## src/hdl/i2csrm_pkg.sv

```systemverilog
`default_nettype none
// ============================================================================
// i2csrm_pkg
// Shared types and constants for the register map behind the I2C slave.
// ============================================================================
package i2csrm_pkg;

  // field widths
  localparam int FUNC_W   = 3;
  localparam int BYTE_W   = 8;
  localparam int SAMPLE_W = 16;
  localparam int PADDR_W  = 3;
  localparam int PDATA_W  = 32;

  // bus event codes
  localparam logic [FUNC_W-1:0] FUNC_TX_ADDR = 3'd0;
  localparam logic [FUNC_W-1:0] FUNC_TX_REQ  = 3'd1;
  localparam logic [FUNC_W-1:0] FUNC_RX_ADDR = 3'd2;
  localparam logic [FUNC_W-1:0] FUNC_RX_BYTE = 3'd3;

  // register indexes
  localparam logic [BYTE_W-1:0] IDX_ID_LO    = 8'h30;
  localparam logic [BYTE_W-1:0] IDX_ID_HI    = 8'h31;
  localparam logic [BYTE_W-1:0] IDX_EXT_OUT  = 8'hC0;
  localparam logic [BYTE_W-1:0] IDX_BUCK     = 8'hC1;
  localparam logic [BYTE_W-1:0] IDX_PIN      = 8'hD0;
  localparam logic [BYTE_W-1:0] IDX_VIN_HI   = 8'hD1;
  localparam logic [BYTE_W-1:0] IDX_VIN_LO   = 8'hD2;
  localparam logic [BYTE_W-1:0] IDX_BATT_HI  = 8'hD3;
  localparam logic [BYTE_W-1:0] IDX_BATT_LO  = 8'hD4;

  // fixed read values
  localparam logic [BYTE_W-1:0] VAL_ID_LO    = 8'h00;
  localparam logic [BYTE_W-1:0] VAL_ID_HI    = 8'h11;
  localparam logic [BYTE_W-1:0] VAL_PIN_LOW  = 8'h00;
  localparam logic [BYTE_W-1:0] VAL_UNKNOWN  = 8'hAA;
  localparam logic [BYTE_W-1:0] VAL_NOT_TX   = 8'hCC;

  // configuration register
  localparam logic [BYTE_W-1:0] INPUT_HIGH_CODE_RST = 8'd32;
  localparam logic [0:0]        CFG_INPUT_HIGH_CODE = 1'b0;

  // bus phase
  typedef enum logic [1:0] {
    PH_IDLE       = 2'd0,
    PH_EXPECT_REG = 2'd1,
    PH_WRITE      = 2'd2,
    PH_TRANSMIT   = 2'd3
  } phase_t;

endpackage

`default_nettype wire

```

## src/hdl/i2csrm_if.sv

```systemverilog
`default_nettype none
// ============================================================================
// i2csrm channel interfaces
// Valid/ready channels for bus events in and result items out.
// ============================================================================
interface i2csrm_evt_if;
  logic                                  valid;
  logic                                  ready;
  logic [i2csrm_pkg::FUNC_W-1:0]         func;
  logic [i2csrm_pkg::BYTE_W-1:0]         rx_byte;
  logic                                  ext_input_level;
  logic [i2csrm_pkg::SAMPLE_W-1:0]       vin_sample;
  logic [i2csrm_pkg::SAMPLE_W-1:0]       batt_sample;

  modport source (
    output valid, func, rx_byte, ext_input_level, vin_sample, batt_sample,
    input  ready
  );
  modport sink (
    input  valid, func, rx_byte, ext_input_level, vin_sample, batt_sample,
    output ready
  );
endinterface

interface i2csrm_res_if;
  logic                                  valid;
  logic                                  ready;
  logic                                  tx_valid;
  logic [i2csrm_pkg::BYTE_W-1:0]         tx_byte;
  logic                                  ext_output_level;
  logic                                  buck_enable;
  logic                                  ack_rearm;

  modport source (
    output valid, tx_valid, tx_byte, ext_output_level, buck_enable, ack_rearm,
    input  ready
  );
  modport sink (
    input  valid, tx_valid, tx_byte, ext_output_level, buck_enable, ack_rearm,
    output ready
  );
endinterface

`default_nettype wire

```

## src/hdl/i2c_slave_register_map.sv

```systemverilog
`default_nettype none
// flow: an accepted event lands in the input register at the accepting edge; its result is
//   registered when the output register is free or transfers, so a res stall holds it there
// throughput: one event per cycle unless res stalls; the output register frees as it transfers
// reset: rst (synchronous) empties both stages, sets phase idle, clears index and
//   pin levels, and loads input_high_code with 32
// ============================================================================
// i2c_slave_register_map
// Register map behind an I2C slave: decodes bus events, tracks the transfer
// phase and selected register, drives two control pins and answers reads.
// ============================================================================
module i2c_slave_register_map (
  input  wire logic                               clk,
  input  wire logic                               rst,
  // configuration port
  input  wire logic                               psel,
  input  wire logic                               penable,
  input  wire logic                               pwrite,
  input  wire logic [i2csrm_pkg::PADDR_W-1:0]     paddr,
  input  wire logic [i2csrm_pkg::PDATA_W-1:0]     pwdata,
  output logic      [i2csrm_pkg::PDATA_W-1:0]     prdata,
  output logic                                    pready,
  // channels
  i2csrm_evt_if.sink                              evt,
  i2csrm_res_if.source                            res
);

  // configuration register
  logic [i2csrm_pkg::BYTE_W-1:0] input_high_code;
  logic                          cfg_write;
  logic                          cfg_hit;

  // input register
  logic                            s1_valid;
  logic [i2csrm_pkg::FUNC_W-1:0]   s1_func;
  logic [i2csrm_pkg::BYTE_W-1:0]   s1_rx_byte;
  logic                            s1_pin;
  logic [i2csrm_pkg::SAMPLE_W-1:0] s1_vin;
  logic [i2csrm_pkg::SAMPLE_W-1:0] s1_batt;
  logic                            s1_fire;

  // block state
  i2csrm_pkg::phase_t              phase, phase_next;
  logic [i2csrm_pkg::BYTE_W-1:0]   reg_index, reg_index_next;
  logic                            ext_output, ext_output_next;
  logic                            buck_on, buck_on_next;

  // result register
  logic                            out_valid;
  logic                            out_tx_valid, out_tx_valid_next;
  logic [i2csrm_pkg::BYTE_W-1:0]   out_tx_byte, out_tx_byte_next;
  logic                            out_ext;
  logic                            out_buck;
  logic                            out_rearm, out_rearm_next;
  logic [i2csrm_pkg::BYTE_W-1:0]   read_byte;

  // apb decode
  assign pready    = 1'b1;
  assign cfg_hit   = (paddr[2] == i2csrm_pkg::CFG_INPUT_HIGH_CODE);
  assign cfg_write = psel && penable && pwrite && pready;

  always_comb begin
    prdata = '0;
    if (cfg_hit) begin
      prdata[i2csrm_pkg::BYTE_W-1:0] = input_high_code;
    end
  end

  always_ff @(posedge clk) begin
    if (rst) begin
      input_high_code <= i2csrm_pkg::INPUT_HIGH_CODE_RST;
    end else if (cfg_write && cfg_hit) begin
      input_high_code <= pwdata[i2csrm_pkg::BYTE_W-1:0];
    end
  end

  // pipeline handshake
  assign s1_fire   = s1_valid && (!out_valid || res.ready);
  assign evt.ready = !s1_valid || s1_fire;

  // input register
  always_ff @(posedge clk) begin
    if (rst) begin
      s1_valid <= 1'b0;
    end else if (evt.ready) begin
      s1_valid <= evt.valid;
    end
  end

  always_ff @(posedge clk) begin
    if (evt.valid && evt.ready) begin
      s1_func    <= evt.func;
      s1_rx_byte <= evt.rx_byte;
      s1_pin     <= evt.ext_input_level;
      s1_vin     <= evt.vin_sample;
      s1_batt    <= evt.batt_sample;
    end
  end

  // next state from the event
  always_comb begin
    phase_next      = phase;
    reg_index_next  = reg_index;
    ext_output_next = ext_output;
    buck_on_next    = buck_on;
    unique case (s1_func)
      i2csrm_pkg::FUNC_TX_ADDR: begin
        phase_next = i2csrm_pkg::PH_TRANSMIT;
      end
      i2csrm_pkg::FUNC_RX_ADDR: begin
        phase_next     = i2csrm_pkg::PH_EXPECT_REG;
        reg_index_next = '0;
      end
      i2csrm_pkg::FUNC_RX_BYTE: begin
        // first byte selects, later bytes write
        if (phase == i2csrm_pkg::PH_EXPECT_REG) begin
          phase_next     = i2csrm_pkg::PH_WRITE;
          reg_index_next = s1_rx_byte;
        end else if (phase == i2csrm_pkg::PH_WRITE) begin
          if (reg_index == i2csrm_pkg::IDX_EXT_OUT) begin
            ext_output_next = (s1_rx_byte != '0);
          end else if (reg_index == i2csrm_pkg::IDX_BUCK) begin
            buck_on_next = (s1_rx_byte != '0);
          end
        end
      end
      default: begin
      end
    endcase
  end

  always_ff @(posedge clk) begin
    if (rst) begin
      phase      <= i2csrm_pkg::PH_IDLE;
      reg_index  <= '0;
      ext_output <= 1'b0;
      buck_on    <= 1'b0;
    end else if (s1_fire) begin
      phase      <= phase_next;
      reg_index  <= reg_index_next;
      ext_output <= ext_output_next;
      buck_on    <= buck_on_next;
    end
  end

  // read mux by selected register
  always_comb begin
    unique case (reg_index)
      i2csrm_pkg::IDX_ID_LO:   read_byte = i2csrm_pkg::VAL_ID_LO;
      i2csrm_pkg::IDX_ID_HI:   read_byte = i2csrm_pkg::VAL_ID_HI;
      i2csrm_pkg::IDX_PIN:     read_byte = s1_pin ? input_high_code : i2csrm_pkg::VAL_PIN_LOW;
      i2csrm_pkg::IDX_VIN_HI:  read_byte = s1_vin[i2csrm_pkg::SAMPLE_W-1:i2csrm_pkg::BYTE_W];
      i2csrm_pkg::IDX_VIN_LO:  read_byte = s1_vin[i2csrm_pkg::BYTE_W-1:0];
      i2csrm_pkg::IDX_BATT_HI: read_byte = s1_batt[i2csrm_pkg::SAMPLE_W-1:i2csrm_pkg::BYTE_W];
      i2csrm_pkg::IDX_BATT_LO: read_byte = s1_batt[i2csrm_pkg::BYTE_W-1:0];
      default:                 read_byte = i2csrm_pkg::VAL_UNKNOWN;
    endcase
  end

  // result fields
  always_comb begin
    out_tx_valid_next = 1'b0;
    out_tx_byte_next  = '0;
    out_rearm_next    = 1'b0;
    unique case (s1_func)
      i2csrm_pkg::FUNC_TX_ADDR, i2csrm_pkg::FUNC_RX_ADDR, i2csrm_pkg::FUNC_RX_BYTE: begin
      end
      i2csrm_pkg::FUNC_TX_REQ: begin
        out_tx_valid_next = 1'b1;
        out_tx_byte_next  = (phase == i2csrm_pkg::PH_TRANSMIT) ? read_byte
                                                                : i2csrm_pkg::VAL_NOT_TX;
      end
      default: begin
        out_rearm_next = 1'b1;
      end
    endcase
  end

  // result register
  always_ff @(posedge clk) begin
    if (rst) begin
      out_valid <= 1'b0;
    end else if (s1_fire) begin
      out_valid <= 1'b1;
    end else if (res.ready) begin
      out_valid <= 1'b0;
    end
  end

  always_ff @(posedge clk) begin
    if (s1_fire) begin
      out_tx_valid <= out_tx_valid_next;
      out_tx_byte  <= out_tx_byte_next;
      out_ext      <= ext_output_next;
      out_buck     <= buck_on_next;
      out_rearm    <= out_rearm_next;
    end
  end

  assign res.valid            = out_valid;
  assign res.tx_valid         = out_tx_valid;
  assign res.tx_byte          = out_tx_byte;
  assign res.ext_output_level = out_ext;
  assign res.buck_enable      = out_buck;
  assign res.ack_rearm        = out_rearm;

`ifndef ASSERT_OFF
  // a byte request never also rearms acknowledge
  a_req_not_rearm: assert property (@(posedge clk) disable iff (rst)
    out_valid |-> !(out_tx_valid && out_rearm))
    else $error("tx_valid and ack_rearm both set");

  // no byte is sent without a request
  a_idle_byte_zero: assert property (@(posedge clk) disable iff (rst)
    (out_valid && !out_tx_valid) |-> (out_tx_byte == '0))
    else $error("tx_byte nonzero without tx_valid");

  // receiver address match starts a fresh register selection
  a_rx_addr: assert property (@(posedge clk) disable iff (rst)
    (s1_fire && s1_func == i2csrm_pkg::FUNC_RX_ADDR) |=>
      (phase == i2csrm_pkg::PH_EXPECT_REG && reg_index == '0))
    else $error("rx address match did not reset selection");

  // external output only moves on a write to its register
  a_ext_write: assert property (@(posedge clk) disable iff (rst)
    (ext_output != $past(ext_output)) |->
      $past(s1_fire && s1_func == i2csrm_pkg::FUNC_RX_BYTE &&
            phase == i2csrm_pkg::PH_WRITE && reg_index == i2csrm_pkg::IDX_EXT_OUT))
    else $error("external output changed without a write");

  // an empty input register always takes an event
  a_ready_empty: assert property (@(posedge clk) disable iff (rst)
    !s1_valid |-> evt.ready)
    else $error("input stalled while empty");
`endif

endmodule

`default_nettype wire

```

## src/flat_wrapper.sv

```systemverilog
// flat-port wrapper written by rule: the top's interface ports become plain ports
module i2c_slave_register_map_flat 
  (clk, rst, psel, penable, pwrite, paddr, pwdata, prdata, pready, evt_valid, evt_func, evt_rx_byte, evt_ext_input_level, evt_vin_sample, evt_batt_sample, evt_ready, res_valid, res_tx_valid, res_tx_byte, res_ext_output_level, res_buck_enable, res_ack_rearm, res_ready);
  i2csrm_evt_if evt_i ();
  i2csrm_res_if res_i ();
  input  wire logic clk;
  input  wire logic rst;
  input  wire logic psel;
  input  wire logic penable;
  input  wire logic pwrite;
  input  wire logic [i2csrm_pkg::PADDR_W-1:0] paddr;
  input  wire logic [i2csrm_pkg::PDATA_W-1:0] pwdata;
  output logic      [i2csrm_pkg::PDATA_W-1:0] prdata;
  output logic pready;
  input wire logic [$bits(evt_i.valid)-1:0] evt_valid;
  input wire logic [$bits(evt_i.func)-1:0] evt_func;
  input wire logic [$bits(evt_i.rx_byte)-1:0] evt_rx_byte;
  input wire logic [$bits(evt_i.ext_input_level)-1:0] evt_ext_input_level;
  input wire logic [$bits(evt_i.vin_sample)-1:0] evt_vin_sample;
  input wire logic [$bits(evt_i.batt_sample)-1:0] evt_batt_sample;
  output wire logic [$bits(evt_i.ready)-1:0] evt_ready;
  output wire logic [$bits(res_i.valid)-1:0] res_valid;
  output wire logic [$bits(res_i.tx_valid)-1:0] res_tx_valid;
  output wire logic [$bits(res_i.tx_byte)-1:0] res_tx_byte;
  output wire logic [$bits(res_i.ext_output_level)-1:0] res_ext_output_level;
  output wire logic [$bits(res_i.buck_enable)-1:0] res_buck_enable;
  output wire logic [$bits(res_i.ack_rearm)-1:0] res_ack_rearm;
  input wire logic [$bits(res_i.ready)-1:0] res_ready;
  assign evt_i.valid = evt_valid;
  assign evt_i.func = evt_func;
  assign evt_i.rx_byte = evt_rx_byte;
  assign evt_i.ext_input_level = evt_ext_input_level;
  assign evt_i.vin_sample = evt_vin_sample;
  assign evt_i.batt_sample = evt_batt_sample;
  assign evt_ready = evt_i.ready;
  assign res_valid = res_i.valid;
  assign res_tx_valid = res_i.tx_valid;
  assign res_tx_byte = res_i.tx_byte;
  assign res_ext_output_level = res_i.ext_output_level;
  assign res_buck_enable = res_i.buck_enable;
  assign res_ack_rearm = res_i.ack_rearm;
  assign res_i.ready = res_ready;
  i2c_slave_register_map u_core (.clk(clk), .rst(rst), .psel(psel), .penable(penable), .pwrite(pwrite), .paddr(paddr), .pwdata(pwdata), .prdata(prdata), .pready(pready), .evt(evt_i), .res(res_i));
endmodule
```

## config.mk

```make
export PLATFORM = sky130hd
export DESIGN_NAME = i2c_slave_register_map_flat
export DESIGN_NICKNAME = d
export VERILOG_FILES = /design/src/hdl/i2csrm_pkg.sv /design/src/hdl/i2csrm_if.sv /design/src/hdl/i2c_slave_register_map.sv /design/src/flat_wrapper.sv
export SDC_FILE = /design/constraint.sdc
export NUM_CORES = 1
export LEC_CHECK = 0
export ABC_CLOCK_PERIOD_IN_PS = 5000
export BUFFER_PORTS_ARGS = -buffer_cell sky130_fd_sc_hd__buf_4
export CORE_MARGIN = 2
export CORE_UTILIZATION = 53
export DETAILED_ROUTE_END_ITERATION = 6
export PLACE_DENSITY = 0.92
export SETUP_SLACK_MARGIN = 0.5
export SLEW_MARGIN = 20
export SYNTH_ARGS = -nofsm -noshare
export SYNTH_HDL_FRONTEND = slang
export SYNTH_SLANG_ARGS = --single-unit
```

## constraint.sdc

```tcl
create_clock -name clk -period 5 [get_ports clk]
set_clock_uncertainty 0.2 [all_clocks]
set_input_delay 1 -clock clk [delete_from_list [all_inputs] [get_ports clk]]
set_output_delay 1 -clock clk [all_outputs]
set_load 0.01 [all_outputs]
```

* Word-level counts from Yosys, hierarchy flattened
Cells that the tools add are included.
** Word-level totals
- Bits in registers :: 78
- Latch bits :: 0
- RAM bits :: 0
- ROM bits :: 0
- Bits of input ports :: 86
- Logic and storage cells :: 74
- Memories kept :: 0
** Cells by class
- Add/sub/neg operators :: 0
- $mul :: 0
- Divide/modulo/power cells :: 0
- Order comparisons :: 0
- Equal/unequal tests :: 16
- Shift operators :: 0
- Mux-type cells :: 21
- Bitwise operators :: 1
- Reduce and logical (&&, ||, !) cells :: 18
** Operators with widths (count)
- $eq 8x8->1 const B :: 7
- $pmux 8 s7 :: 1
- $mux 8 :: 4
- $eq 8x6->1 const B :: 2
- $pmux 8 s2 :: 1
- $mux 1 :: 13
- $reduce_bool 8->1 :: 1
- $eq 3x2->1 const B :: 2
- $pmux 2 s3 :: 1
- $reduce_and 3->1 :: 2
- $logic_and 1x1->1 :: 5
- $eq 2x2->1 const B :: 2
- $reduce_bool 2->1 :: 2
- $reduce_or 4->1 :: 1
- $eq 3x1->1 const B :: 1
- $logic_not 3->1 :: 1
- $reduce_bool 3->1 :: 1
- $eq 2x1->1 const B :: 1
- $logic_not 1->1 :: 2
- $logic_or 1x1->1 :: 2
- $mux 2 :: 1
- $ne 2x1->1 const B :: 1
- $reduce_and 2->1 :: 1
- $not 1->1 :: 1

* Depth between registers and ports, before layout
Gate-level depths: netlist of the first run.
- Depth after elaboration :: 6
- Depth in mapped cells :: 7

* Least setup slack after synthesis of the first run
No wires, ideal clock.
- Kind :: in2reg
- Start point :: input res_ready
- End point :: register u_core.s1_batt[0] in the netlist's numbering (enable)
- Library setup time :: 0.406 ns
- Arrival time :: 2.248 ns
- Data required time :: 4.394 ns
- Slack :: 2.146 ns
- Stages on the path :: 3
- Buffers on the path :: 0
- Cells stage by stage :: nor2b_4 > nand2_1 > and2_1
** Between the ends
- Cells in the longest elaborated chain, start to end :: 4
** Ends and longest elaborated chain
- start, declared :: line flat_wrapper.sv:28 : input wire logic [$bits(res_i.ready)-1:0] res_ready;
- $logic_or 1x1->1 :: line i2c_slave_register_map.sv:78 : assign s1_fire = s1_valid && (!out_valid || res.ready);
- $logic_and 1x1->1 :: line i2c_slave_register_map.sv:78
- $logic_or 1x1->1 :: line i2c_slave_register_map.sv:79 : assign evt.ready = !s1_valid || s1_fire;
- net evt_ready :: line flat_wrapper.sv:21 : output wire logic [$bits(evt_i.ready)-1:0] evt_ready;
- $logic_and 1x1->1 :: line i2c_slave_register_map.sv:91 : if (evt.valid && evt.ready) begin
- end signal, assigned :: line i2c_slave_register_map.sv:96 : s1_batt <= evt.batt_sample;
- end, declared :: line i2c_slave_register_map.sv:39 : logic [i2csrm_pkg::SAMPLE_W-1:0] s1_batt;
The timed path passes the listed nets, and every way through them passes these cells.
A chain may end at the register's enable or synchronous reset.

* Worst setup path in the final report of the first run
- Start point :: input res_ready
- End point :: output evt_ready
** Between the ends
- Cells in the longest elaborated chain, start to end :: 3
** Ends and longest elaborated chain (line)
- $logic_or 1x1->1 :: i2c_slave_register_map.sv:78
- $logic_and 1x1->1 :: i2c_slave_register_map.sv:78
- $logic_or 1x1->1 :: i2c_slave_register_map.sv:79
- end, declared :: flat_wrapper.sv:21
No other way between the ends.

==> results.txt, run 1 <==
----------------------------------------------------
[CTS]
  Depth of the CTS H-tree ... 3
  CTS tree ... yes
  TritonCTS buffer count ... 9
  Clock Root Buffer ... sky130_fd_sc_hd__clkbuf_8
  Post-CTS setup-driven buffer insertion count ... 0
  Number of clock sinks ... just under 80
  Cells resized by post-CTS repair ... 0
  Max Buffers Root-to-Sink ... 2
  Clk slew on worst S/H paths ... 70 ps
  Later-pin clock latency in the skew report ... 340 ps
  Hold-fix buffer count after cts ... 0

[Routing]
  Remaining number of nets flagged by the antenna check after routing ... 0
  Total vias in the final route ... about 2500
  Count of unresolved DRC violations after routing ... 0
  Iteration-0 DRC Markers ... 162
  DRT Wirelength ... 6.75 mm
  Per-cell routed wire length ... ~15 µm
  First-pass iteration count of the detailed router ... 4
  Vias per cell ... 5.38

[Die]
  Cell Rows ... 29
  Horizontal die dimension ... 86.2 µm
  Core box area ... 6460 µm²
  Starting utilization of the core area ... a little under three fifths
  Y dimension of the die ... between 80 and 90 µm
  Number of ports placed on the die boundary ... 133
  Total Die Area ... 7430 µm²

[Global routing]
  Number of antenna violations at the first check in global routing ... 0
  Wire length of the first global-routing pass ... between 10 and 15 mm
  GR Overflow Total ... 0
  Number of global-route vias before repair ... approximately 2300
  Maximum number of pins on one net before global-route repair ... 45
  Global routing usage summed across all routing layers ... about a fifth

[Pwr]
  Internal ... 0.00105 W
  Gate power share ... around 6.8%
  Sw Share ... 20.6%
  Part of the power in the clock network ... 37.3%
  Sum of internal, switching and leakage power ... 0.00132 W
  Leakage ... 1.64 nW
  Seq pwr share ... 55.9%
  Worst vdd rail ir drop ... ~0.21 mV
  Switching power ... 0.000271 W
  Pwr dens ... 306 nW/µm²

[STA]
  Number of failing hold endpoints at the final stage ... 0
  Unrepaired setup endpoints after global routing ... false
  Final setup TNS ... 0 ps
  Min Tclk post-route ... 2730 ps
  F_max ... 366 MHz
  Period utilisation layout ... 54.6%
  Minimum setup slack in the final design ... about 2300 ps
  Actual slew at the worst max-slew pin ... 947 ps
  Worst hold margin ... roughly 280 ps
  Pins over their slew limit ... 0
  Relative max-transition margin ... between 30% and 40%
  Final setup vio count ... 0

[Worst setup path]
  Max incr delay on CP ... 180 ps
  Worst-path cell chain ... buf_4 -> nor2b_4 -> nand2_1 -> buf_4
  Most repeated library cell on the critical path ... sky130_fd_sc_hd__buf_4
  Timing startpoint of the critical path ... res_ready
  Critical path type ... input port to output port
  Path length in cells of the critical path ... 4
  Slowest library cell on the worst path ... sky130_fd_sc_hd__nor2b_4
  Required @ worst endpoint ... 3800 ps
  Depth of the worst register-to-register path ... 4
  Maximum fanout encountered on the critical timing path ... 6
  Top cell family by delay on the critical path ... buffers and inverters
  Critical path buffer and inverter count ... 2
  Worst-case register-to-register setup slack ... about 2900 ps
  FF-to-FF End ... u_core.res.tx_byte[5]$_SDFFCE_PN0P_
  Worst EP arrival ... 1530 ps
  Worst flop-to-flop path startpoint ... u_core.reg_index[0]$_SDFFE_PP0P_
  Kind of launch point of the worst setup path ... input port
  Kind of capture point of the worst setup path ... output port

[Synth]
  Synth Area in Compound Gates ... 9.05%
  Commonest register cell after synthesis ... sky130_fd_sc_hd__edfxtp_1
  Count of synthesis-stage warnings from yosys ... 0
  Synth Area in Simple Gates ... roughly a fifth
  Mapped Avg Cell Area ... 11.8 µm²
  Largest family of logic cells by synthesized area ... simple AND/OR/NAND/NOR gates
  Share of the yosys chip area belonging to registers ... 59.3%
  Post-synthesis mux area share ... between 3 and 4%
  Fraction of registers with async set or reset after synthesis ... 0%
  Number of instances in the synthesized netlist ... 304
  Distinct cell type count of the synthesized netlist ... 50
  Number of enable-type register cells in the synthesized netlist ... 56
  Adder-cell area share of the yosys netlist ... 0%
  Post-synthesis cell area ... 3580 µm²
  Yosys reg bits ... 78
  Synth Area in XOR/XNOR ... 0%

[Hold path]
  Number of cells on the worst hold path ... 2
  Startpoint of the tightest hold check path ... u_core.ext_output$_SDFFE_PP0P_
  Worst min path class ... flip-flop to flip-flop
  Hold endpoint ... u_core.ext_output$_SDFFE_PP0P_

[Placed design]
  Number of input and output port buffers inserted ... 81
  Post-Place Worst Slack ... 2280 ps
  Final weighted congestion of routability-driven global placement ... approximately 0.87
  HPWL after detailed placement ... 4.77 mm

[Flow run]
  Max-capacitance violation count ... 0

[Final layout]
  Area grow syn2layout ... 20.2%
  Net count, final ... 464
  Post-route core utilization ... 66.6%
  Leading cell types in the layout, fill and taps excluded ... sky130_fd_sc_hd__buf_4, sky130_fd_sc_hd__edfxtp_1, sky130_fd_sc_hd__nand2_1, sky130_fd_sc_hd__a21oi_1, sky130_fd_sc_hd__conb_1
  Most common cell after layout, fill and taps aside ... sky130_fd_sc_hd__buf_4
  Number of antenna repair diodes ... 0
  Share of cells above drive strength 1 ... ~30%

[Status]
  Run status ... finished, final reports clean

----------------------------------------------------
worst max-delay path by stage:
stage,to,slack (ps)
floorplan,u_core.s1_batt[0]$_DFFE_PP_,2150
global placement,evt_ready,2300
detailed placement,evt_ready,2280
CTS,evt_ready,2280
global route,evt_ready,2220
finish,evt_ready,2270
final cells by class:
class | count | area (µm²)
Inverter | 2 | 7.51
Sequential cell | 78 | 2120
Clock inverter | 5 | 76.3
Multi-Input combinational cell | 206 | 1260
Clock buffer | 11 | 131
Timing Repair Buffer | 81 | 608
Tap cell | 77 | 96.3
Fill cell | 466 | 2150
cells in the mapped netlist (2+ instances only):
master	count	area (µm²)
sky130_fd_sc_hd__nand4bb_1	2	22.5
sky130_fd_sc_hd__dfxtp_1	22	440
sky130_fd_sc_hd__nand4_1	11	68.8
sky130_fd_sc_hd__edfxtp_1	56	1680
sky130_fd_sc_hd__buf_4	28	210
sky130_fd_sc_hd__nand3_1	7	35.0
sky130_fd_sc_hd__a211o_1	2	17.5
sky130_fd_sc_hd__o31a_1	2	17.5
sky130_fd_sc_hd__and3_1	2	12.5
sky130_fd_sc_hd__nand2b_1	3	18.8
sky130_fd_sc_hd__o21ai_0	15	75.1
sky130_fd_sc_hd__a21oi_1	28	140
sky130_fd_sc_hd__mux2_4	2	30.0
sky130_fd_sc_hd__nor2b_1	12	75.1
sky130_fd_sc_hd__buf_2	3	15.0
sky130_fd_sc_hd__nand3b_1	13	97.6
sky130_fd_sc_hd__nor4_1	2	12.5
sky130_fd_sc_hd__a31oi_1	2	12.5
sky130_fd_sc_hd__nor3b_2	2	25.0
sky130_fd_sc_hd__nand2_1	28	105
sky130_fd_sc_hd__nor2_1	12	45.0
sky130_fd_sc_hd__inv_1	2	7.51
sky130_fd_sc_hd__o22ai_1	2	12.5
sky130_fd_sc_hd__and4_4	2	22.5
sky130_fd_sc_hd__conb_1	2	7.51
sky130_fd_sc_hd__mux2_2	2	22.5
sky130_fd_sc_hd__clkbuf_1	7	26.3
sky130_fd_sc_hd__mux2i_1	8	80.1
sky130_fd_sc_hd__buf_6	2	22.5
sky130_fd_sc_hd__a32oi_1	2	17.5
sky130_fd_sc_hd__and3b_1	2	17.5
per-layer routing:
metal / wire [µm] / vias up / track usage, %
met1: 2870 / 1132 / 24.4
met3: 482 / 10 / 3.81
met2: 3290 / 114 / 30.7
met5: 0 / - / 0
li1: - / 1217 / -
met4: 97 / 0 / 8.10
power groups by stage:
stage / logic [W] / registers (W) / clock network, W
3_5_place_dp: 0.0000892 / 0.000751 / 0
4_1_cts: 0.0000896 / 0.000737 / 0.000498
5_1_grt: 0.0000987 / 0.000739 / 0.000531
6_report: 0.0000896 / 0.000736 / 0.000492
2_1_floorplan: 0.0000516 / 0.000749 / 0
3_3_place_gp: 0.0000870 / 0.000749 / 0
metrics by stage:
| stage | std cells | area (µm²) |
|---|---|---|
| 3_5_place_dp | 444 | 4090 |
| 3_3_place_gp | 444 | 4090 |
| 6_report | 460 | 4300 |
| 5_1_grt | 460 | 4300 |
| 2_1_floorplan | 327 | 3670 |
| 4_1_cts | 460 | 4300 |
flip-flops by register name, indices dropped and copies added, names as in the netlist, 2 cells and up:
name	cells
u_core.s1_batt	16
u_core.reg_index	8
u_core.s1_rx_byte	8
u_core.s1_func	3
u_core.phase	2
u_core.input_high_code	8
u_core.s1_vin	16
u_core.res.tx_byte	8
worst register-to-register path, delay by kind of cell (launching register included):
kind	cells	cell delay, ps
compound gates	2	300
mux	1	420
simple gates	1	220
flops	1	700
cells by family (layout without fill, tap and decap cells):
family	after synthesis	in the layout
buffers and inverters	43	99
other	2	25
AO/OA/AOI/OAI	57	57
multiplexers	12	12
AND/OR/NAND/NOR	112	112
flip-flops	78	78
(Power assumes the default switching activity.)
==> inputs of run 2 (changes only) <==
Settings changed: ABC_CLOCK_PERIOD_IN_PS 5000 to 2200, CORE_UTILIZATION 53 to 44, PLACE_DENSITY 0.92 to 0.82.
Clock period 5 ns to 2.2 ns, I/O delays scaled along.
==> run 2 against run 1 <==
Net effect: worst hold slack got worse by 220 ps; combinational power increased to 2.6 times the previous value; routed wire length rose by 14%; first-iteration DRC count shrank 9.3%; power is 110% higher; critical endpoint is now u_core.res.buck_enable$_DFFE_PP_; cell count increased by 11%; sequential cell count did not move; global-route usage fell by 1.9 points; register-to-register slack got worse by 2500 ps; via count grew 7.7%; critical path type is now flip-flop to flip-flop; highest routed layer unchanged; critical path depth unchanged; sequential share of layout area decreased by 2.8 points.
==> results.txt, run 2 (synthesis results as in run 1) <==
----------------------------------------------------
[Die]
  Y dimension of the die ... 94.2 µm (+9.3%)
  Total Die Area ... 8870 µm² (+19%)
  Starting utilization of the core area ... 45.8% (-9.6 points)
  Core box area ... 7810 µm² (+21%)
  Cell Rows ... 32 (+10%)
  Horizontal die dimension ... 94.2 µm (+9.3%)
  Number of ports placed on the die boundary ... 133 (unchanged)

[Global routing]
  Grt peak-use layer ... met2
  Grt met2 use ... 28.2% (-2.6 points)
  GR Overflow Total ... 0 (unchanged)
  Wire length of the first global-routing pass ... 11.4 mm (+6.3%)
  Number of global-route vias before repair ... 2411 (+5.1%)
  Grt met1 use ... 20.6% (-3.8 points)
  Number of antenna violations at the first check in global routing ... 0 (unchanged)
  Maximum number of pins on one net before global-route repair ... 45 (unchanged)
  Fraction of met3 tracks used by global routing ... 3.77% (-0.037 points)
  Global routing usage summed across all routing layers ... 16.9% (-1.9 points)

[Placed design]
  Placed inst area ... 4190 µm² (+2.3%)
  Number of input and output port buffers inserted ... 81 (unchanged)
  Final weighted congestion of routability-driven global placement ... 0.863 (-0.43%)
  HPWL after detailed placement ... 5.26 mm (+10%)
  Post-Place Worst Slack ... 287 ps (-2000 ps)

[Final layout]
  Area grow syn2layout ... 28.9%
  Leading cell types in the layout, fill and taps excluded ... sky130_fd_sc_hd__buf_4, sky130_fd_sc_hd__edfxtp_1, sky130_fd_sc_hd__a21oi_1
  Share of cells above drive strength 1 ... 39.6% (+9.8 points)
  Post-route cell area ... 4610 µm² (+7.2%)
  Number of antenna repair diodes ... 0 (unchanged)
  Top Registers ... u_core.s1_batt: 16 flops, u_core.s1_vin: 16 flops
  Most common cell after layout, fill and taps aside ... sky130_fd_sc_hd__buf_4
  Count of filler cells inserted in the layout ... 644 (+38%)
  Net count, final ... 490 (+5.6%)

[STA]
  Number of failing hold endpoints at the final stage ... 0 (unchanged)
  Final setup vio count ... 0 (unchanged)
  Min Tclk post-route ... 1780 ps
  F_max ... 563 MHz
  Period utilisation layout ... 80.8%
  Final setup TNS ... 0 ps (unchanged)
  Worst hold margin ... 62.4 ps (-222 ps)
  Pins over their slew limit ... 0 (unchanged)
  Minimum setup slack in the final design ... 423 ps (-1850 ps)
  Actual slew at the worst max-slew pin ... 599 ps (-348 ps)
  Relative max-transition margin ... 59.8% (+23 points)
  Unrepaired setup endpoints after global routing ... true

[Routing]
  DRT Wirelength ... 7.70 mm (+14%)
  Remaining number of nets flagged by the antenna check after routing ... 0 (unchanged)
  Count of unresolved DRC violations after routing ... 0 (unchanged)
  Vias per cell ... 5.21 (-3.0%)
  Total vias in the final route ... 2664 (+7.7%)
  Per-cell routed wire length ... 15.1 µm (+2.8%)
  Iteration-0 DRC Markers ... 147 (-9.3%)
  First-pass iteration count of the detailed router ... 5 (+1)

[Worst setup path]
  Required @ worst endpoint ... 2100 ps (-1700 ps)
  Depth of the worst register-to-register path ... 4 (unchanged)
  Slowest library cell on the worst path ... sky130_fd_sc_hd__edfxtp_1
  Kind of launch point of the worst setup path ... flip-flop
  Max incr delay on CP ... 430 ps (+250 ps)
  Critical path type ... flip-flop to flip-flop
  Maximum fanout encountered on the critical timing path ... 4 (-2)
  Worst EP arrival ... 1680 ps (+150 ps)
  Kind of capture point of the worst setup path ... flip-flop
  Worst-path cell chain ... and3b_2 -> and4_4 -> nand3_4 -> mux2_4

[Hold path]
  Worst min path class ... input port to flip-flop
  Number of cells on the worst hold path ... 1 (-1)

[Pwr]
  Sum of internal, switching and leakage power ... 0.00278 W (+110%)
  Pwr dens ... 602 nW/µm² (+97%)
  Worst vdd rail ir drop ... 0.377 mV (+81%)
  Internal ... 0.00216 W (+110%)
  Leakage ... 1.80 nW (+9.9%)
  Part of the power in the clock network ... 31.8% (-5.5 points)
  Switching power ... 0.000621 W (+130%)
  Gate power share ... 8.3% (+1.5 points)
  Seq pwr share ... 60.0% (+4.1 points)
  Sw Share ... 22.4% (+1.8 points)

[CTS]
  Clk slew on worst S/H paths ... 80 ps (about the same)
  Depth of the CTS H-tree ... 3 (unchanged)
  Max Buffers Root-to-Sink ... 2 (unchanged)
  Later-pin clock latency in the skew report ... 350 ps (about the same)
  CTS tree ... yes
  TritonCTS buffer count ... 9 (unchanged)
  Number of clock sinks ... 78 (unchanged)
  Clock Root Buffer ... sky130_fd_sc_hd__clkbuf_8

[Flow run]
  Max-capacitance violation count ... 0 (unchanged)

[Status]
  Run status ... finished, final reports clean

----------------------------------------------------
==> run 2: cell types whose count changed in the layout (fill, tap and decap cells not counted), moves of 3 or more <==
cell,change
sky130_fd_sc_hd__dfxtp_4,+5
sky130_fd_sc_hd__buf_4,+18
sky130_fd_sc_hd__dfxtp_2,+3
sky130_fd_sc_hd__dfxtp_1,-8
sky130_fd_sc_hd__o21ai_1,+4
sky130_fd_sc_hd__buf_6,+5
sky130_fd_sc_hd__o21ai_0,-5
==> run 2: critical path, delay by kind of cell, from the launching register on <==
kind / cells / cell delay, ps
DFF: 1 / 430
muxes: 1 / 300
and+or+nand+nor: 3 / 600
==> run 2: final timing paths <==
check / startpoint / slack (ps) / end
hold / removal: evt_vin_sample[1] / 60 / u_core.s1_vin[1]$_DFFE_PP_
setup / recovery: u_core.s1_func[2]$_DFFE_PP_ / 420 / u_core.res.buck_enable$_DFFE_PP_
hold reg to reg: u_core.input_high_code[7]$_SDFFE_PP0P_ / 280 / u_core.input_high_code[7]$_SDFFE_PP0P_
setup reg to reg: u_core.s1_func[2]$_DFFE_PP_ / 420 / u_core.res.buck_enable$_DFFE_PP_
==> run 2: power by group through the flow <==
stage          logic [W]  clock network, W  registers (W)
6_report        0.000229          0.000883        0.00167
5_1_grt         0.000253          0.000964        0.00167
4_1_cts         0.000221          0.000902        0.00167
3_5_place_dp    0.000214                 0        0.00170
3_3_place_gp    0.000208                 0        0.00170
2_1_floorplan   0.000119                 0        0.00170
==> run 2: timing repair <==
action                                  in CTS  in global routing
gates cloned                                 0                  0
pin swaps                                    3                  7
hold buffers                                 0                  0
endpoints found under the setup margin      12                 16
setup buffers                                6                 14
gates resized for setup                     19                 30
==> run 2: area by class of cell <==
cell class / instances / area (µm²) / area share [%]
flip-flops and latches: 78 / 2150 / 46.5
clock buffers: 11 / 131 / 2.85
clock inverters: 5 / 26.3 / 0.570
multi-input cells: 206 / 1350 / 29.2
repair buffers: 107 / 830 / 18.0
well taps: 102 / 128 / 2.77
inverters: 2 / 7.51 / 0.163
==> run 2: through the flow <==
step	instances	utilization, %
floorplan	327	-
global placement	475	53.6
detailed placement	475	53.6
CTS	497	56.7
global route	511	59.1
finish	511	59.1
==> run 2: metal layers <==
layer | wire, µm | vias up | part of all wire [%]
met5 | 0 | - | 0
met4 | 170 | 0 | 2.2
met3 | 640 | 17 | 8.3
met2 | 3810 | 156 | 49
met1 | 3080 | 1220 | 40
li1 | - | 1271 | -
==> inputs of run 3 (changes only) <==
Settings changed: ABC_CLOCK_PERIOD_IN_PS 2200 to 1800, CORE_UTILIZATION 44 to 49, PLACE_DENSITY 0.82 to 0.87.
Clock period 2.2 ns to 1.8 ns, I/O delays scaled along.
==> run 3 against run 2 <==
Net effect: the flow now finishes with violations (negative setup slack); via count increased by 15%; power up 34%; worst setup slack got worse by 440 ps; non-clock buffer count rose by 68; clock power is 44% higher; global-route usage is 5.7 points higher; sequential cell count did not move.
==> results.txt, run 3 (synthesis results as in run 1) <==
----------------------------------------------------
[Status]
  Run status ... complete, but fails checks
  Violated checks ... negative setup slack

[Pwr]
  Switching power ... 0.000953 W (+53%)
  Internal ... 0.00277 W (+28%)
  Seq pwr share ... 54.7% (-5.3 points)
  Pwr dens ... 680 nW/µm² (+13%)
  Leakage ... 2.20 nW (+22%)
  Worst vdd rail ir drop ... 0.508 mV (+35%)
  Gate power share ... 11.1% (+2.8 points)
  Sw Share ... 25.6% (+3.2 points)
  Part of the power in the clock network ... 34.2% (+2.4 points)

[Global routing]
  Global routing usage summed across all routing layers ... 22.6% (+5.7 points)
  Number of antenna violations at the first check in global routing ... 0 (unchanged)
  GR Overflow Total ... 0 (unchanged)
  Wire length of the first global-routing pass ... 13.3 mm (+17%)
  Number of global-route vias before repair ... 2789 (+16%)
  Maximum number of pins on one net before global-route repair ... 24 (-47%)

[Die]
  Number of ports placed on the die boundary ... 133 (unchanged)
  Total Die Area ... 8000 µm² (-9.8%)
  Core box area ... 7180 µm² (-8.1%)
  Cell Rows ... 31 (-3.1%)
  Starting utilization of the core area ... 49.9% (+4.0 points)
  Y dimension of the die ... 89.5 µm (-5.0%)
  Horizontal die dimension ... 89.5 µm (-5.0%)

[Worst setup path]
  Worst flop-to-flop path startpoint ... u_core.reg_index[5]$_SDFFE_PP0P_
  Slowest library cell on the worst path ... sky130_fd_sc_hd__dfxtp_2
  Critical path type ... flip-flop to flip-flop
  Timing startpoint of the critical path ... u_core.reg_index[5]$_SDFFE_PP0P_
  Max incr delay on CP ... 340 ps (-90 ps)
  Maximum fanout encountered on the critical timing path ... 3 (-1)
  Worst-path cell chain ... buf_4 -> and3b_2 -> and4_4 -> nand3_2 -> mux2_4
  Worst EP arrival ... 1740 ps (+60 ps)
  Kind of capture point of the worst setup path ... flip-flop
  Required @ worst endpoint ... 1730 ps (-370 ps)
  Kind of launch point of the worst setup path ... flip-flop

[Final layout]
  Number of antenna repair diodes ... 0 (unchanged)
  Share of cells above drive strength 1 ... 44.4% (+4.8 points)
  Post-route core utilization ... 76.3% (+17 points)
  Area grow syn2layout ... 52.9%
  Most common cell after layout, fill and taps aside ... sky130_fd_sc_hd__buf_4
  Leading cell types in the layout, fill and taps excluded ... sky130_fd_sc_hd__buf_4, sky130_fd_sc_hd__edfxtp_1, sky130_fd_sc_hd__dlygate4sd3_1
  Top Registers ... u_core.s1_batt: 16 flops, u_core.s1_vin: 16 flops
  Count of filler cells inserted in the layout ... 443 (-31%)
  Net count, final ... 565 (+15%)

[STA]
  Relative max-transition margin ... 65.7% (+6.0 points)
  Period utilisation layout ... 101% (+20 points)
  Final setup TNS ... -19.6 ps (-19.6 ps)
  Number of failing hold endpoints at the final stage ... 0 (unchanged)
  F_max ... 550 MHz (-2.2%)
  Unrepaired setup endpoints after global routing ... true
  Actual slew at the worst max-slew pin ... 510 ps (-89.3 ps)
  Final setup vio count ... 2 (+2)
  Minimum setup slack in the final design ... -17.2 ps (-440 ps)
  Min Tclk post-route ... 1820 ps (+40.2 ps)
  Pins over their slew limit ... 0 (unchanged)

[Routing]
  Total vias in the final route ... 3068 (+15%)
  Per-cell routed wire length ... 16.4 µm (+9.0%)
  Remaining number of nets flagged by the antenna check after routing ... 0 (unchanged)
  Met3 Wirelength ... 616 µm (-3.8%)
  DRT Wirelength ... 9.58 mm (+24%)
  Vias per cell ... 5.26 (+0.94%)
  Count of unresolved DRC violations after routing ... 0 (unchanged)
  Iteration-0 DRC Markers ... 261 (+78%)
  Routed metal-1 wire length ... 3.59 mm (+16%)
  Top Metal Used ... met4
  First-pass iteration count of the detailed router ... 5 (unchanged)
  WL met2 ... 5.21 mm (+37%)

[CTS]
  Later-pin clock latency in the skew report ... 370 ps (+20 ps)
  CTS tree ... yes
  Clk slew on worst S/H paths ... 90 ps (about the same)
  Number of clock sinks ... 78 (unchanged)
  TritonCTS buffer count ... 9 (unchanged)
  Depth of the CTS H-tree ... 3 (unchanged)
  Clock Root Buffer ... sky130_fd_sc_hd__clkbuf_8
  Max Buffers Root-to-Sink ... 2 (unchanged)

[Flow run]
  Max-capacitance violation count ... 0 (unchanged)

[Hold path]
  Startpoint of the tightest hold check path ... pwdata[5]
  Worst min path class ... input port to flip-flop

[Placed design]
  Number of input and output port buffers inserted ... 81 (unchanged)
  Final weighted congestion of routability-driven global placement ... 0.817 (-5.2%)
  HPWL after detailed placement ... 5.20 mm (-1.1%)

----------------------------------------------------
==> run 3: cell types whose count changed in the layout (fill, tap and decap cells not counted), moves of 7 or more <==
cell / previous run / this run
sky130_fd_sc_hd__dlygate4sd3_1: 0 / 44
sky130_fd_sc_hd__buf_6: 5 / 32
sky130_fd_sc_hd__dfxtp_1: 13 / 5
sky130_fd_sc_hd__o21ai_0: 10 / 2
sky130_fd_sc_hd__and2_4: 1 / 8
sky130_fd_sc_hd__dfxtp_2: 4 / 11
==> run 3: metal layers <==
| layer | vias to the layer above | track usage (%) |
|---|---|---|
| met5 | - | 0 |
| met4 | 0 | 8.82 |
| met3 | 18 | 4.43 |
| met2 | 165 | 41.8 |
| met1 | 1454 | 25.4 |
| li1 | 1431 | - |
==> run 3: cell type report <==
cell class              instances  area, µm²  share of cell area (%)
inverters                       2       7.51                   0.137
clock inverters                 7       62.6                    1.14
flip-flops and latches         78       2160                    39.4
well taps                      99        124                    2.26
multi-input cells             213       1450                    26.4
clock buffers                   9        124                    2.26
repair buffers                175       1550                    28.3
==> run 3: repair_timing <==
item	CTS	global route
gates cloned	6	1
setup endpoints to repair	95	101
pin swaps	17	24
hold buffers	44	0
resized for setup	46	46
setup buffers	26	10
endpoints found under the hold margin	44	0
==> run 3: power groups by stage <==
| stage | Sequential [W] | Clock (W) | Combinational (W) |
|---|---|---|---|
| floorplan | 0.00208 | 0 | 0.000150 |
| global placement | 0.00208 | 0 | 0.000258 |
| detailed placement | 0.00208 | 0 | 0.000265 |
| CTS | 0.00204 | 0.00125 | 0.000381 |
| global route | 0.00204 | 0.00135 | 0.000446 |
| finish | 0.00204 | 0.00127 | 0.000413 |
==> run 3: critical path: cells and delay by family (launching register included) <==
family / cells / cell delay [ps]
buffers and inverters: 1 / 130
DFF: 1 / 340
muxes: 1 / 320
and+or+nand+nor: 3 / 590
==> run 3: worst paths after layout <==
| check | to | slack (ps) | depth (start not counted) |
|---|---|---|---|
| setup / recovery | u_core.res.buck_enable$_DFFE_PP_ | -20 | 5 |
| hold / removal | u_core.input_high_code[5]$_SDFFE_PP1P_ | 20 | 3 |
| setup reg to reg | u_core.res.buck_enable$_DFFE_PP_ | -20 | 5 |
| hold reg to reg | u_core.ext_output$_SDFFE_PP0P_ | 290 | 2 |
==> run 3: per-stage QoR <==
stage	total power [W]	hold slack (ps)	setup WS [ps]	area [µm²]	cells
after CTS	0.00367	19.1	33.4	5230	572
after global routing	0.00384	33.2	-69.0	5470	583
after floorplan	0.00223	245	-16.9	3740	327
after global placement	0.00234	263	22.5	4260	480
final	0.00372	15.8	-17.2	5470	583
after detailed placement	0.00235	272	-10.8	4260	480
